--- config.mk ---
export PLATFORM = sky130hd
export DESIGN_NAME = integer_to_radix_ascii_top_flat
export DESIGN_NICKNAME = d
export VERILOG_FILES = /design/src/rtl/itra_pkg.sv /design/src/rtl/itra_if.sv /design/src/rtl/itra_div.sv /design/src/rtl/itra_stack.sv /design/src/rtl/integer_to_radix_ascii_top.sv /design/src/flat_wrapper.sv
export SDC_FILE = /design/constraint.sdc
export NUM_CORES = 1
export LEC_CHECK = 0
export BUFFER_PORTS_ARGS = -buffer_cell sky130_fd_sc_hd__clkbuf_2
export CORE_UTILIZATION = 34
export CTS_CLUSTER_DIAMETER = 40
export DETAILED_ROUTE_END_ITERATION = 12
export PLACE_DENSITY_LB_ADDON = 0.05
export SLEW_MARGIN = 20
export SYNTH_ARGS = -nofsm -noshare
export SYNTH_HDL_FRONTEND = slang
export SYNTH_SLANG_ARGS = --single-unit
export TNS_END_PERCENT = 100
--- constraint.sdc ---
create_clock -name clk -period 6.9 [get_ports clk]
set_clock_uncertainty 0.05 [all_clocks]
set_input_delay 2.07 -clock clk [delete_from_list [all_inputs] [get_ports clk]]
set_output_delay 2.07 -clock clk [all_outputs]
set_load 0.05 [all_outputs]
--- src/rtl/itra_pkg.sv ---
package itra_pkg;

  // Default width of the converted value
  localparam int VALUE_BITS_DEF = 64;

  // Digit stack and character counters
  localparam int STACK_DEPTH = 64;
  localparam int ADDR_W      = $clog2(STACK_DEPTH);
  localparam int CNT_W       = $clog2(STACK_DEPTH + 1);

  // Radix decode
  localparam int BASE_W   = 5;
  localparam int DIGIT_W  = 4;
  localparam int CHAR_W   = 8;
  localparam logic [BASE_W-1:0] BASE_BIN = 5'd2;
  localparam logic [BASE_W-1:0] BASE_MIN = 5'd3;
  localparam logic [BASE_W-1:0] BASE_HEX = 5'd16;

  // Unsigned fixed images come from the low word
  localparam int LOW_BITS       = 32;
  localparam int LOW_HEX_DIGITS = LOW_BITS / 4;

  localparam logic [CHAR_W-1:0] MINUS_CHAR = 8'h2D;
  localparam logic [CHAR_W-1:0] NUL_CHAR   = 8'h00;

  // Map a digit 0..15 to uppercase ASCII
  function automatic logic [CHAR_W-1:0] digit_char(input logic [DIGIT_W-1:0] d);
    logic [CHAR_W-1:0] c;
    if (d < 4'd10) begin
      c = 8'h30 + {4'd0, d};
    end else begin
      c = 8'h37 + {4'd0, d};
    end
    return c;
  endfunction

endpackage

--- src/rtl/itra_if.sv ---
// Input request channel
interface itra_in_if;
  logic        valid;
  logic        ready;
  logic        func;
  logic [63:0] value;
  logic [4:0]  base;

  modport source (output valid, output func, output value, output base, input ready);
  modport sink (input valid, input func, input value, input base, output ready);
endinterface

// Output character channel
interface itra_out_if;
  logic       valid;
  logic       ready;
  logic [7:0] char_code;
  logic       last_char;
  logic       empty_string;

  modport source (output valid, output char_code, output last_char, output empty_string,
                  input ready);
  modport sink (input valid, input char_code, input last_char, input empty_string,
                output ready);
endinterface

--- src/rtl/itra_div.sv ---
// Bit-serial restoring divider: VALUE_BITS-bit dividend by a 4-bit divisor.
module itra_div #(
  parameter int VALUE_BITS = itra_pkg::VALUE_BITS_DEF
) (
  input  logic                           clk,
  input  logic                           rst,
  input  logic                           start,
  input  logic [VALUE_BITS-1:0]          dividend,
  input  logic [itra_pkg::DIGIT_W-1:0]   divisor,
  output logic                           done,
  output logic [VALUE_BITS-1:0]          quotient,
  output logic [itra_pkg::DIGIT_W-1:0]   remainder
);
  import itra_pkg::*;

  localparam int STEP_W = $clog2(VALUE_BITS + 1);

  logic [STEP_W-1:0]   steps;
  logic                busy;
  logic [DIGIT_W:0]    trial;
  logic [DIGIT_W:0]    diff;
  logic                fits;

  // One quotient bit per cycle
  assign trial = {remainder, quotient[VALUE_BITS-1]};
  assign fits  = trial >= {1'b0, divisor};
  assign diff  = trial - {1'b0, divisor};

  always_ff @(posedge clk) begin
    if (rst) begin
      busy  <= 1'b0;
      done  <= 1'b0;
      steps <= '0;
    end else begin
      done <= 1'b0;
      if (start) begin
        busy      <= 1'b1;
        steps     <= STEP_W'(VALUE_BITS);
        quotient  <= dividend;
        remainder <= '0;
      end else if (busy) begin
        quotient  <= {quotient[VALUE_BITS-2:0], fits};
        remainder <= fits ? diff[DIGIT_W-1:0] : trial[DIGIT_W-1:0];
        steps     <= steps - 1'b1;
        if (steps == STEP_W'(1)) begin
          busy <= 1'b0;
          done <= 1'b1;
        end
      end
    end
  end

endmodule

--- src/rtl/itra_stack.sv ---
// Digit stack: remainders go in least significant first, read back reversed.
module itra_stack (
  input  logic                          clk,
  input  logic                          we,
  input  logic [itra_pkg::ADDR_W-1:0]   waddr,
  input  logic [itra_pkg::DIGIT_W-1:0]  wdata,
  input  logic [itra_pkg::ADDR_W-1:0]   raddr,
  output logic [itra_pkg::DIGIT_W-1:0]  rdata
);
  import itra_pkg::*;

  logic [DIGIT_W-1:0] mem [STACK_DEPTH];

  always_ff @(posedge clk) begin
    if (we) begin
      mem[waddr] <= wdata;
    end
  end

  always_ff @(posedge clk) begin
    rdata <= mem[raddr];
  end

endmodule

--- src/rtl/integer_to_radix_ascii_top.sv ---
// Converts one value to uppercase ASCII digits, most significant first, one
// character per output request; the final character carries last_char, and a
// conversion with no characters gives a single request with empty_string set.
// Input is taken only while the sequencer is idle. Fixed hex and binary
// images are decoded in the idle state and then give one character per cycle
// from a shift register while the output has room. Bases 3 to 15 run the
// bit-serial divider once per digit, pushing each remainder onto the digit
// stack, then read the stack back one character at a time through the S_RD
// and S_POP states, after a minus sign from S_SIGN for a negative value.
// Output backpressure stalls every emitting state.
module integer_to_radix_ascii_top #(
  parameter int VALUE_BITS = itra_pkg::VALUE_BITS_DEF
) (
  input  logic          clk,
  input  logic          rst,
  itra_in_if.sink       din,
  itra_out_if.source    dout
);
  import itra_pkg::*;

  localparam int HEX_DIGITS = (VALUE_BITS + 3) / 4;
  localparam int SH_W       = HEX_DIGITS * 4;

  typedef enum logic [2:0] {
    S_IDLE, S_DIV_START, S_DIV_WAIT, S_SIGN, S_RD, S_POP, S_FIX, S_EMPTY
  } state_t;

  state_t                state;
  logic [SH_W-1:0]       sh;
  logic                  fix_hex;
  logic [CNT_W-1:0]      cnt;
  logic [VALUE_BITS-1:0] mag;
  logic [DIGIT_W-1:0]    divisor;
  logic                  neg;

  logic                  o_valid;
  logic [CHAR_W-1:0]     o_char;
  logic                  o_last;
  logic                  o_empty;

  logic [VALUE_BITS-1:0] vn;
  logic [VALUE_BITS-1:0] vneg;
  logic [BASE_W-1:0]     ubase;
  logic                  ospace;
  logic                  o_load;
  logic [DIGIT_W-1:0]    fix_digit;
  logic [CNT_W-1:0]      cnt_dec;

  logic                  div_start;
  logic                  div_done;
  logic [VALUE_BITS-1:0] div_q;
  logic [DIGIT_W-1:0]    div_r;
  logic [DIGIT_W-1:0]    stk_rdata;

  // Request decode
  assign vn    = din.value[VALUE_BITS-1:0];
  assign vneg  = ~vn + 1'b1;
  assign ubase = (!din.func && din.base == '0) ? BASE_HEX : din.base;

  assign ospace    = !o_valid || dout.ready;
  assign fix_digit = fix_hex ? sh[SH_W-1 -: DIGIT_W] : {{(DIGIT_W-1){1'b0}}, sh[SH_W-1]};
  assign cnt_dec   = cnt - 1'b1;
  assign div_start = (state == S_DIV_START);

  // Output register loads in any emitting state once there is room
  assign o_load = ospace && (state == S_SIGN || state == S_POP || state == S_FIX ||
                             state == S_EMPTY);

  assign din.ready         = (state == S_IDLE);
  assign dout.valid        = o_valid;
  assign dout.char_code    = o_char;
  assign dout.last_char    = o_last;
  assign dout.empty_string = o_empty;

  itra_div #(.VALUE_BITS(VALUE_BITS)) u_div (
    .clk       (clk),
    .rst       (rst),
    .start     (div_start),
    .dividend  (mag),
    .divisor   (divisor),
    .done      (div_done),
    .quotient  (div_q),
    .remainder (div_r)
  );

  itra_stack u_stack (
    .clk   (clk),
    .we    (state == S_DIV_WAIT && div_done),
    .waddr (cnt[ADDR_W-1:0]),
    .wdata (div_r),
    .raddr (cnt_dec[ADDR_W-1:0]),
    .rdata (stk_rdata)
  );

  // Sequencer and output register
  always_ff @(posedge clk) begin
    if (rst) begin
      state   <= S_IDLE;
      o_valid <= 1'b0;
      cnt     <= '0;
    end else begin
      if (o_load) begin
        o_valid <= 1'b1;
      end else if (dout.ready) begin
        o_valid <= 1'b0;
      end
      case (state)
        S_IDLE: begin
          if (din.valid) begin
            cnt     <= '0;
            divisor <= din.base[DIGIT_W-1:0];
            neg     <= din.func && vn[VALUE_BITS-1];
            mag     <= (din.func && vn[VALUE_BITS-1]) ? vneg : vn;
            if (ubase == BASE_HEX) begin
              fix_hex <= 1'b1;
              state   <= S_FIX;
              if (din.func) begin
                sh  <= SH_W'(vn);
                cnt <= CNT_W'(HEX_DIGITS);
              end else begin
                sh  <= SH_W'(din.value[LOW_BITS-1:0]) << (SH_W - LOW_BITS);
                cnt <= CNT_W'(LOW_HEX_DIGITS);
              end
            end else if (ubase == BASE_BIN) begin
              fix_hex <= 1'b0;
              state   <= S_FIX;
              if (din.func) begin
                sh  <= SH_W'(vn) << (SH_W - VALUE_BITS);
                cnt <= CNT_W'(VALUE_BITS);
              end else begin
                sh  <= SH_W'(din.value[LOW_BITS-1:0]) << (SH_W - LOW_BITS);
                cnt <= CNT_W'(LOW_BITS);
              end
            end else if (ubase >= BASE_MIN && ubase < BASE_HEX) begin
              state <= S_DIV_START;
            end else begin
              state <= S_EMPTY;
            end
          end
        end
        S_DIV_START: begin
          state <= S_DIV_WAIT;
        end
        S_DIV_WAIT: begin
          if (div_done) begin
            cnt <= cnt + 1'b1;
            mag <= div_q;
            if (div_q != '0 && cnt != CNT_W'(STACK_DEPTH - 1)) begin
              state <= S_DIV_START;
            end else if (neg) begin
              state <= S_SIGN;
            end else begin
              state <= S_RD;
            end
          end
        end
        S_SIGN: begin
          if (ospace) begin
            o_char  <= MINUS_CHAR;
            o_last  <= 1'b0;
            o_empty <= 1'b0;
            state   <= S_RD;
          end
        end
        // Stack read address settles here; data is registered for S_POP
        S_RD: begin
          state <= S_POP;
        end
        S_POP: begin
          if (ospace) begin
            o_char  <= digit_char(stk_rdata);
            o_last  <= (cnt == CNT_W'(1));
            o_empty <= 1'b0;
            cnt     <= cnt_dec;
            state   <= (cnt == CNT_W'(1)) ? S_IDLE : S_RD;
          end
        end
        S_FIX: begin
          if (ospace) begin
            o_char  <= digit_char(fix_digit);
            o_last  <= (cnt == CNT_W'(1));
            o_empty <= 1'b0;
            cnt     <= cnt_dec;
            sh      <= fix_hex ? (sh << DIGIT_W) : (sh << 1);
            if (cnt == CNT_W'(1)) begin
              state <= S_IDLE;
            end
          end
        end
        S_EMPTY: begin
          if (ospace) begin
            o_char  <= NUL_CHAR;
            o_last  <= 1'b1;
            o_empty <= 1'b1;
            state   <= S_IDLE;
          end
        end
        default: begin
          state <= S_IDLE;
        end
      endcase
    end
  end

endmodule

--- src/flat_wrapper.sv ---
// flat-port wrapper written by rule: the top's interface ports become plain ports
module integer_to_radix_ascii_top_flat import itra_pkg::*;
#(
  parameter int VALUE_BITS = itra_pkg::VALUE_BITS_DEF
)
  (clk, rst, din_valid, din_func, din_value, din_base, din_ready, dout_valid, dout_char_code, dout_last_char, dout_empty_string, dout_ready);
  itra_in_if din_i ();
  itra_out_if dout_i ();
  input  logic clk;
  input  logic rst;
  input wire logic [$bits(din_i.valid)-1:0] din_valid;
  input wire logic [$bits(din_i.func)-1:0] din_func;
  input wire logic [$bits(din_i.value)-1:0] din_value;
  input wire logic [$bits(din_i.base)-1:0] din_base;
  output wire logic [$bits(din_i.ready)-1:0] din_ready;
  output wire logic [$bits(dout_i.valid)-1:0] dout_valid;
  output wire logic [$bits(dout_i.char_code)-1:0] dout_char_code;
  output wire logic [$bits(dout_i.last_char)-1:0] dout_last_char;
  output wire logic [$bits(dout_i.empty_string)-1:0] dout_empty_string;
  input wire logic [$bits(dout_i.ready)-1:0] dout_ready;
  assign din_i.valid = din_valid;
  assign din_i.func = din_func;
  assign din_i.value = din_value;
  assign din_i.base = din_base;
  assign din_ready = din_i.ready;
  assign dout_valid = dout_i.valid;
  assign dout_char_code = dout_i.char_code;
  assign dout_last_char = dout_i.last_char;
  assign dout_empty_string = dout_i.empty_string;
  assign dout_i.ready = dout_ready;
  integer_to_radix_ascii_top #(.VALUE_BITS(VALUE_BITS)) u_core (.clk(clk), .rst(rst), .din(din_i), .dout(dout_i));
endmodule
## Word-level counts from Yosys, hierarchy flattened

Memory sizes are Yosys's and may differ from the RTL's. A register that Yosys moved wholly into a read port is not among the register bits.
Index checks and enable logic that the tools add are counted.

- Bits in latches: 0
- ROM bits: 0
- Flip-flop bits (word level): 232
- Bits in writable memories: 256
- Output and inout bits: 12
- Word-level logic and storage cells: 157
- Memories kept: 1

Memories:

| memory | depth | bits a word | rd ports | clocked after Yosys merged registers in | write ports | RTL line | source |
|---|---|---|---|---|---|---|---|
| u_core.u_stack.mem | 64 | 4 | 1 | 1 | 1 | itra_stack.sv:12 | `logic [DIGIT_W-1:0] mem [STACK_DEPTH];` |

- Multiply operators: 0
- Reduce and logical (&&, ||, !) cells: 38
- Div/mod/pow operators: 0
- Shift operators: 0
- Add/sub/neg operators: 9
- Bitwise logic cells: 3
- Mux-type cells: 62
- Equality and inequality tests: 22
- Magnitude comparators: 5

Operator list:

| kind | count |
|---|---|
| 64-bit 2-to-1 mux | 11 |
| 64-bit one-hot mux with 2 select lines | 2 |
| 64-bit by 1-bit adder with 64-bit output, second input constant | 1 |
| 64-bit NOT | 1 |
| 64-bit nonzero test | 1 |
| 7-bit 2-to-1 mux | 8 |
| 8-bit 2-to-1 mux | 6 |
| 3-bit 2-to-1 mux | 13 |
| 8-bit one-hot mux with 4 select lines | 1 |
| 6-bit by 4-bit adder with 7-bit output, first input constant | 4 |
| 3-bit one-hot mux with 8 select lines | 1 |
| 7-bit one-hot mux with 3 select lines | 1 |
| 4-bit AND reduction | 4 |
| 7-bit by 1-bit equality test with 1-bit output, second input constant | 2 |
| 7-bit by 1-bit subtractor with 7-bit output, second input constant | 2 |
| 3-bit equality test, second input constant | 4 |
| 1-bit 2-to-1 mux | 12 |
| 4-bit 2-to-1 mux | 3 |
| 2-bit by 1-bit != test with 1-bit output, second input constant | 6 |
| 2-bit nonzero test | 6 |
| 5-bit 2-to-1 mux | 2 |
| 5-bit AND reduction | 2 |
| 4-bit less-than comparator, second input constant | 2 |
| 7-bit by 1-bit adder with 7-bit output, second input constant | 1 |
| 27 further kinds | 43 |

## Depth between registers and ports, before layout

- Word-level depth: 10
- Mapped depth: 11
- Gate-level depth less buffers: 8

## By module

Synthesis repeated with hierarchy kept, for this count alone.

- Cells, all modules: 1,752
- Area total of the unflattened synthesis: 23,354.9 um^2

Modules (own cells, without submodules):

| module | area an instance (um^2) | seq. area each (um^2) | cells each | instances |
|---|---|---|---|---|
| itra_stack | 10,356.2 | 7,767.4 | 529 | 1 |
| integer_to_radix_ascii_top | 9,551.7 | 4,514.3 | 1,005 | 1 |
| itra_div | 3,447.1 | 2,222.1 | 218 | 1 |

## Worst setup path after synthesis

No wires, ideal clock.

- Path type: input to register
- From: input rst
- To: register u_core.mag[0] (enable)
- Arrival time: 5.387 ns
- Cell stages on the path: 2
- Slack: 0.956 ns
- Cells stage by stage: clkbuf_1 -> a21oi_1

- Cells in the longest elaborated chain, start to end: 2

RTL lines:

| what | RTL line | source |
|---|---|---|
| start, declared | flat_wrapper.sv:10 | `input logic rst;` |
| 1-bit NOT (no line) | -- |  |
| 4-bit AND reduction (no line) | -- |  |
| end signal, assigned | integer_to_radix_ascii_top.sv:113 | `mag <= (din.func && vn[VALUE_BITS-1]) ? vneg : vn;` |
| end signal, assigned | integer_to_radix_ascii_top.sv:147 | `mag <= div_q;` |
| end, declared | integer_to_radix_ascii_top.sv:32 | `logic [VALUE_BITS-1:0] mag;` |

No other way between the ends.
A chain may end at the register's enable or synchronous reset.

## Worst setup path in the final report

- From: register u_core.state[2]
- To: output din_ready

- Cells in the longest elaborated chain, start to end: 1

RTL lines:

| what | RTL line | source |
|---|---|---|
| start, declared | integer_to_radix_ascii_top.sv:28 | `state_t state;` |
| start signal, assigned | integer_to_radix_ascii_top.sv:175 | `state <= (cnt == CNT_W'(1)) ? S_IDLE : S_RD;` |
| 3-bit logical NOT | integer_to_radix_ascii_top.sv:69 | `assign din.ready = (state == S_IDLE);` |
| end, declared | flat_wrapper.sv:15 | `output wire logic [$bits(din_i.ready)-1:0] din_ready;` |

No other way between the ends.

==> results.cfg <==
[layout]
drive_gt1_frac = 0.167
final_cells = 2918
area_growth_pct = 17.9
layout.nets = 2061

[global_route]
grt_usage = 0.205
top_usage_layer = met2
grt_pass1_vias = 15829
grt_use_met2 = 0.338
grt_pass1_wl_um = 105000
grt_start_max_net_pins = 94
grtUsageMet1 = 0.262
use_met3 = 0.0450
grt_overflow_total = 0
antenna_found_initial = 6

[floorplanning]
start_util = 0.345
rows = 95
io_pins = 86
die_w_um = 264
core_mm2 = 0.0675
fp.dieArea_mm2 = 0.0696
die_height_um = 264

[worst_setup_path]
r2r_start = u_core.cnt[0]$_SDFFE_PP0P_
worstSetupPathType = reg -> out
r2r_slack_ns = 3.24
reg2reg_depth = 8
startpoint = u_core.state[2]$_SDFFE_PP0P_
path_max_fanout = 21
cp.required_ns = 4.78
critPathLaunchType = flop
cp-end-kind = primary output
crit_arrival_ns = 2.27
reg2reg_to = u_core.u_stack.rdata[2]$_DFF_P_

[clock_network]
tritoncts = yes
ctsHoldBuffers = 0
cts_buffers = 86
post_cts_buffers = 0
cts_max_level = 3
worstSkewPairLatency_ns = 0.62
cts.repair.resized = 0
clockBufferDepth = 3
root_buffer = clkbuf_16
clk_pin_slew_ns = 0.05
cts_sinks = 491

[detailed_routing]
drtAntennaViolNets = 0
drt_pass1_iterations = 6
drc_errors = 0
dr.first_iter.drc_count = 1297
num_vias = 15703
wire_per_inst_um = 24.5
wl_um = 71500
vias_per_cell = 5.38

[hold_path]
hold_path_depth = 2
hold_class = reg -> reg
hp-start = u_core.mag[30]$_DFFE_PP_
min_to = u_core.u_div.quotient[30]$_DFFE_PP_

[power]
comb_power_share = 0.284
p_sw_frac = 0.342
p_leak_nw = 9.24
share_seq_of_total_power = 0.361
p_int_mw = 7.76
p_sw_mw = 4.04
power_density_mw_per_mm2 = 430
clockPowerShare = 0.355
ir_drop_mv = 0.240

[synth]
synth_top_area_cell = edfxtp_1
synth_top_area_frac = 0.602
synth_ff_type = edfxtp_1
ys_ff_latch = 491
postSynthCellCount = 1895
syn_nets = 1982
ys_seq_area_frac = 0.623
synth_area_leaders = edfxtp_1 60%, mux4_2 6.2%, nand2_1 4.8%, mux2i_1 3.3%, nor2_1 2.8%
synth_cell_types = 66
postSynth.asyncResetShare = 0
synth_most_common_cell = edfxtp_1
synth.avg_cell_area_um2 = 12.3
synth_common_cells = 467 x edfxtp_1, 298 x nand2_1, 175 x nor2_1
synth_enable_flop_cells = 467
yosysWarnings = 0
syn_area_mm2 = 0.0233

[place]
place.gp.congestion = 0.906
io_buffers = 84
post-place-cells = 2759
post-dp-hpwl_um = 48700

[sta]
hold_violations = 0
fin_crit_sh = 0.636
timing.setup.tns_ns = 0
tightest_slew_ns = 1.03
post-route-min-period_ns = 4.39
fmax_ghz = 0.228
rsz0062_at_grt = no
setup_viol = 0
slew_headroom = 0.310
slew_viol_final = 0

[flow_run]
cap_violations = 0

[run_status]
outcome = finished, final reports clean
==> worst max-delay path, stage by stage, from the launching register on <==
cell      delay (ns)
dfxtp_1         0.58
nor3_1          0.68
clkbuf_2        0.40
==> power by group through the flow <==
| stage | clock, mW | sequential [mW] | combinational (mW) |
|---|---|---|---|
| floorplan | 0 | 4.24 | 2.28 |
| global placement | 0 | 4.32 | 3.40 |
| detailed placement | 0 | 4.32 | 3.41 |
| CTS | 4.27 | 4.26 | 3.42 |
| global route | 4.39 | 4.31 | 3.69 |
| finish | 4.19 | 4.26 | 3.35 |
==> cell type report <==
| cell class | count | area [um^2] |
|---|---|---|
| Antenna cell | 1 | 2.50 |
| Tap cell | 873 | 1090 |
| Inverter | 23 | 86.3 |
| Clock buffer | 99 | 2240 |
| Timing Repair Buffer | 109 | 611 |
| Multi-Input combinational cell | 1263 | 8310 |
| Clock inverter | 59 | 602 |
| Sequential cell | 491 | 14500 |
| Fill cell | 6445 | 40100 |
==> cell usage in the layout (no fill, tap or decap), drive strengths merged, types with 11 or more instances in the layout <==
master  synthesis  routed
ha             12      12
xor2           36      36
nand2b         13      13
nor4           30      30
inv            23      35
nand3          58      58
o21ai         111     111
a211oi         41      41
clkinv          0      32
nand4          11      11
xnor2          41      41
edfxtp        467     467
nor3           25      25
clkbuf         96     182
nor2          175     175
o31ai          12      12
or3            13      13
mux2i          77      77
a31oi          19      19
a21oi          87      87
nor2b          42      42
nand2         298     298
mux4           64      64
dfxtp          24      24
buf            22      26
==> metal layers <==
layer / share of wire / routed length [um]
met5: 0.00060 / 43
met4: 0.034 / 2450
met3: 0.062 / 4430
met1: 0.42 / 30100
met2: 0.48 / 34400
==> cell families after synthesis <==
logic type / synth area share
other: 0.000161
adders and majority gates: 0.00731
xor gates and xnor gates: 0.0290
DFF: 0.623
buffers and inverters: 0.0235
and+or+nand+nor: 0.136
AOI/OAI and AO/OA: 0.0850
muxes: 0.0959
==> worst max path at each step <==
stage / to / cells past startpoint
5_1_grt: din_ready / 2
3_5_place_dp: u_core.mag[54]$_DFFE_PP_ / 7
2_1_floorplan: u_core.mag[0]$_DFFE_PP_ / 2
6_report: din_ready / 2
3_3_place_gp: u_core.mag[54]$_DFFE_PP_ / 7
4_1_cts: din_ready / 2
==> per-stage QoR <==
stage                     setup slack (ns)   util  instance area (um^2)  power (mW)  hold WS [ns]
after floorplan                      0.956      -                 23300        6.52         0.419
after global placement                1.96  0.364                 24600        7.71         0.432
after detailed placement              1.94  0.364                 24600        7.72         0.440
after CTS                             2.45  0.406                 27400        11.9         0.438
after global routing                  2.38  0.407                 27500        12.4         0.455
final                                 2.51  0.407                 27500        11.8         0.441
==> flip-flops by register name, indices dropped and copies added (netlist names), 3 cells and up <==
name,flops
u_core.u_stack.mem,256
u_core.mag,64
u_core.sh,64
u_core.u_div.quotient,64
u_core.cnt,7
u_core.dout.char_code,7
u_core.u_div.steps,7
u_core.divisor,4
u_core.u_div.remainder,4
u_core.u_stack.rdata,4
u_core.state,3
(Power assumes the default switching activity.)
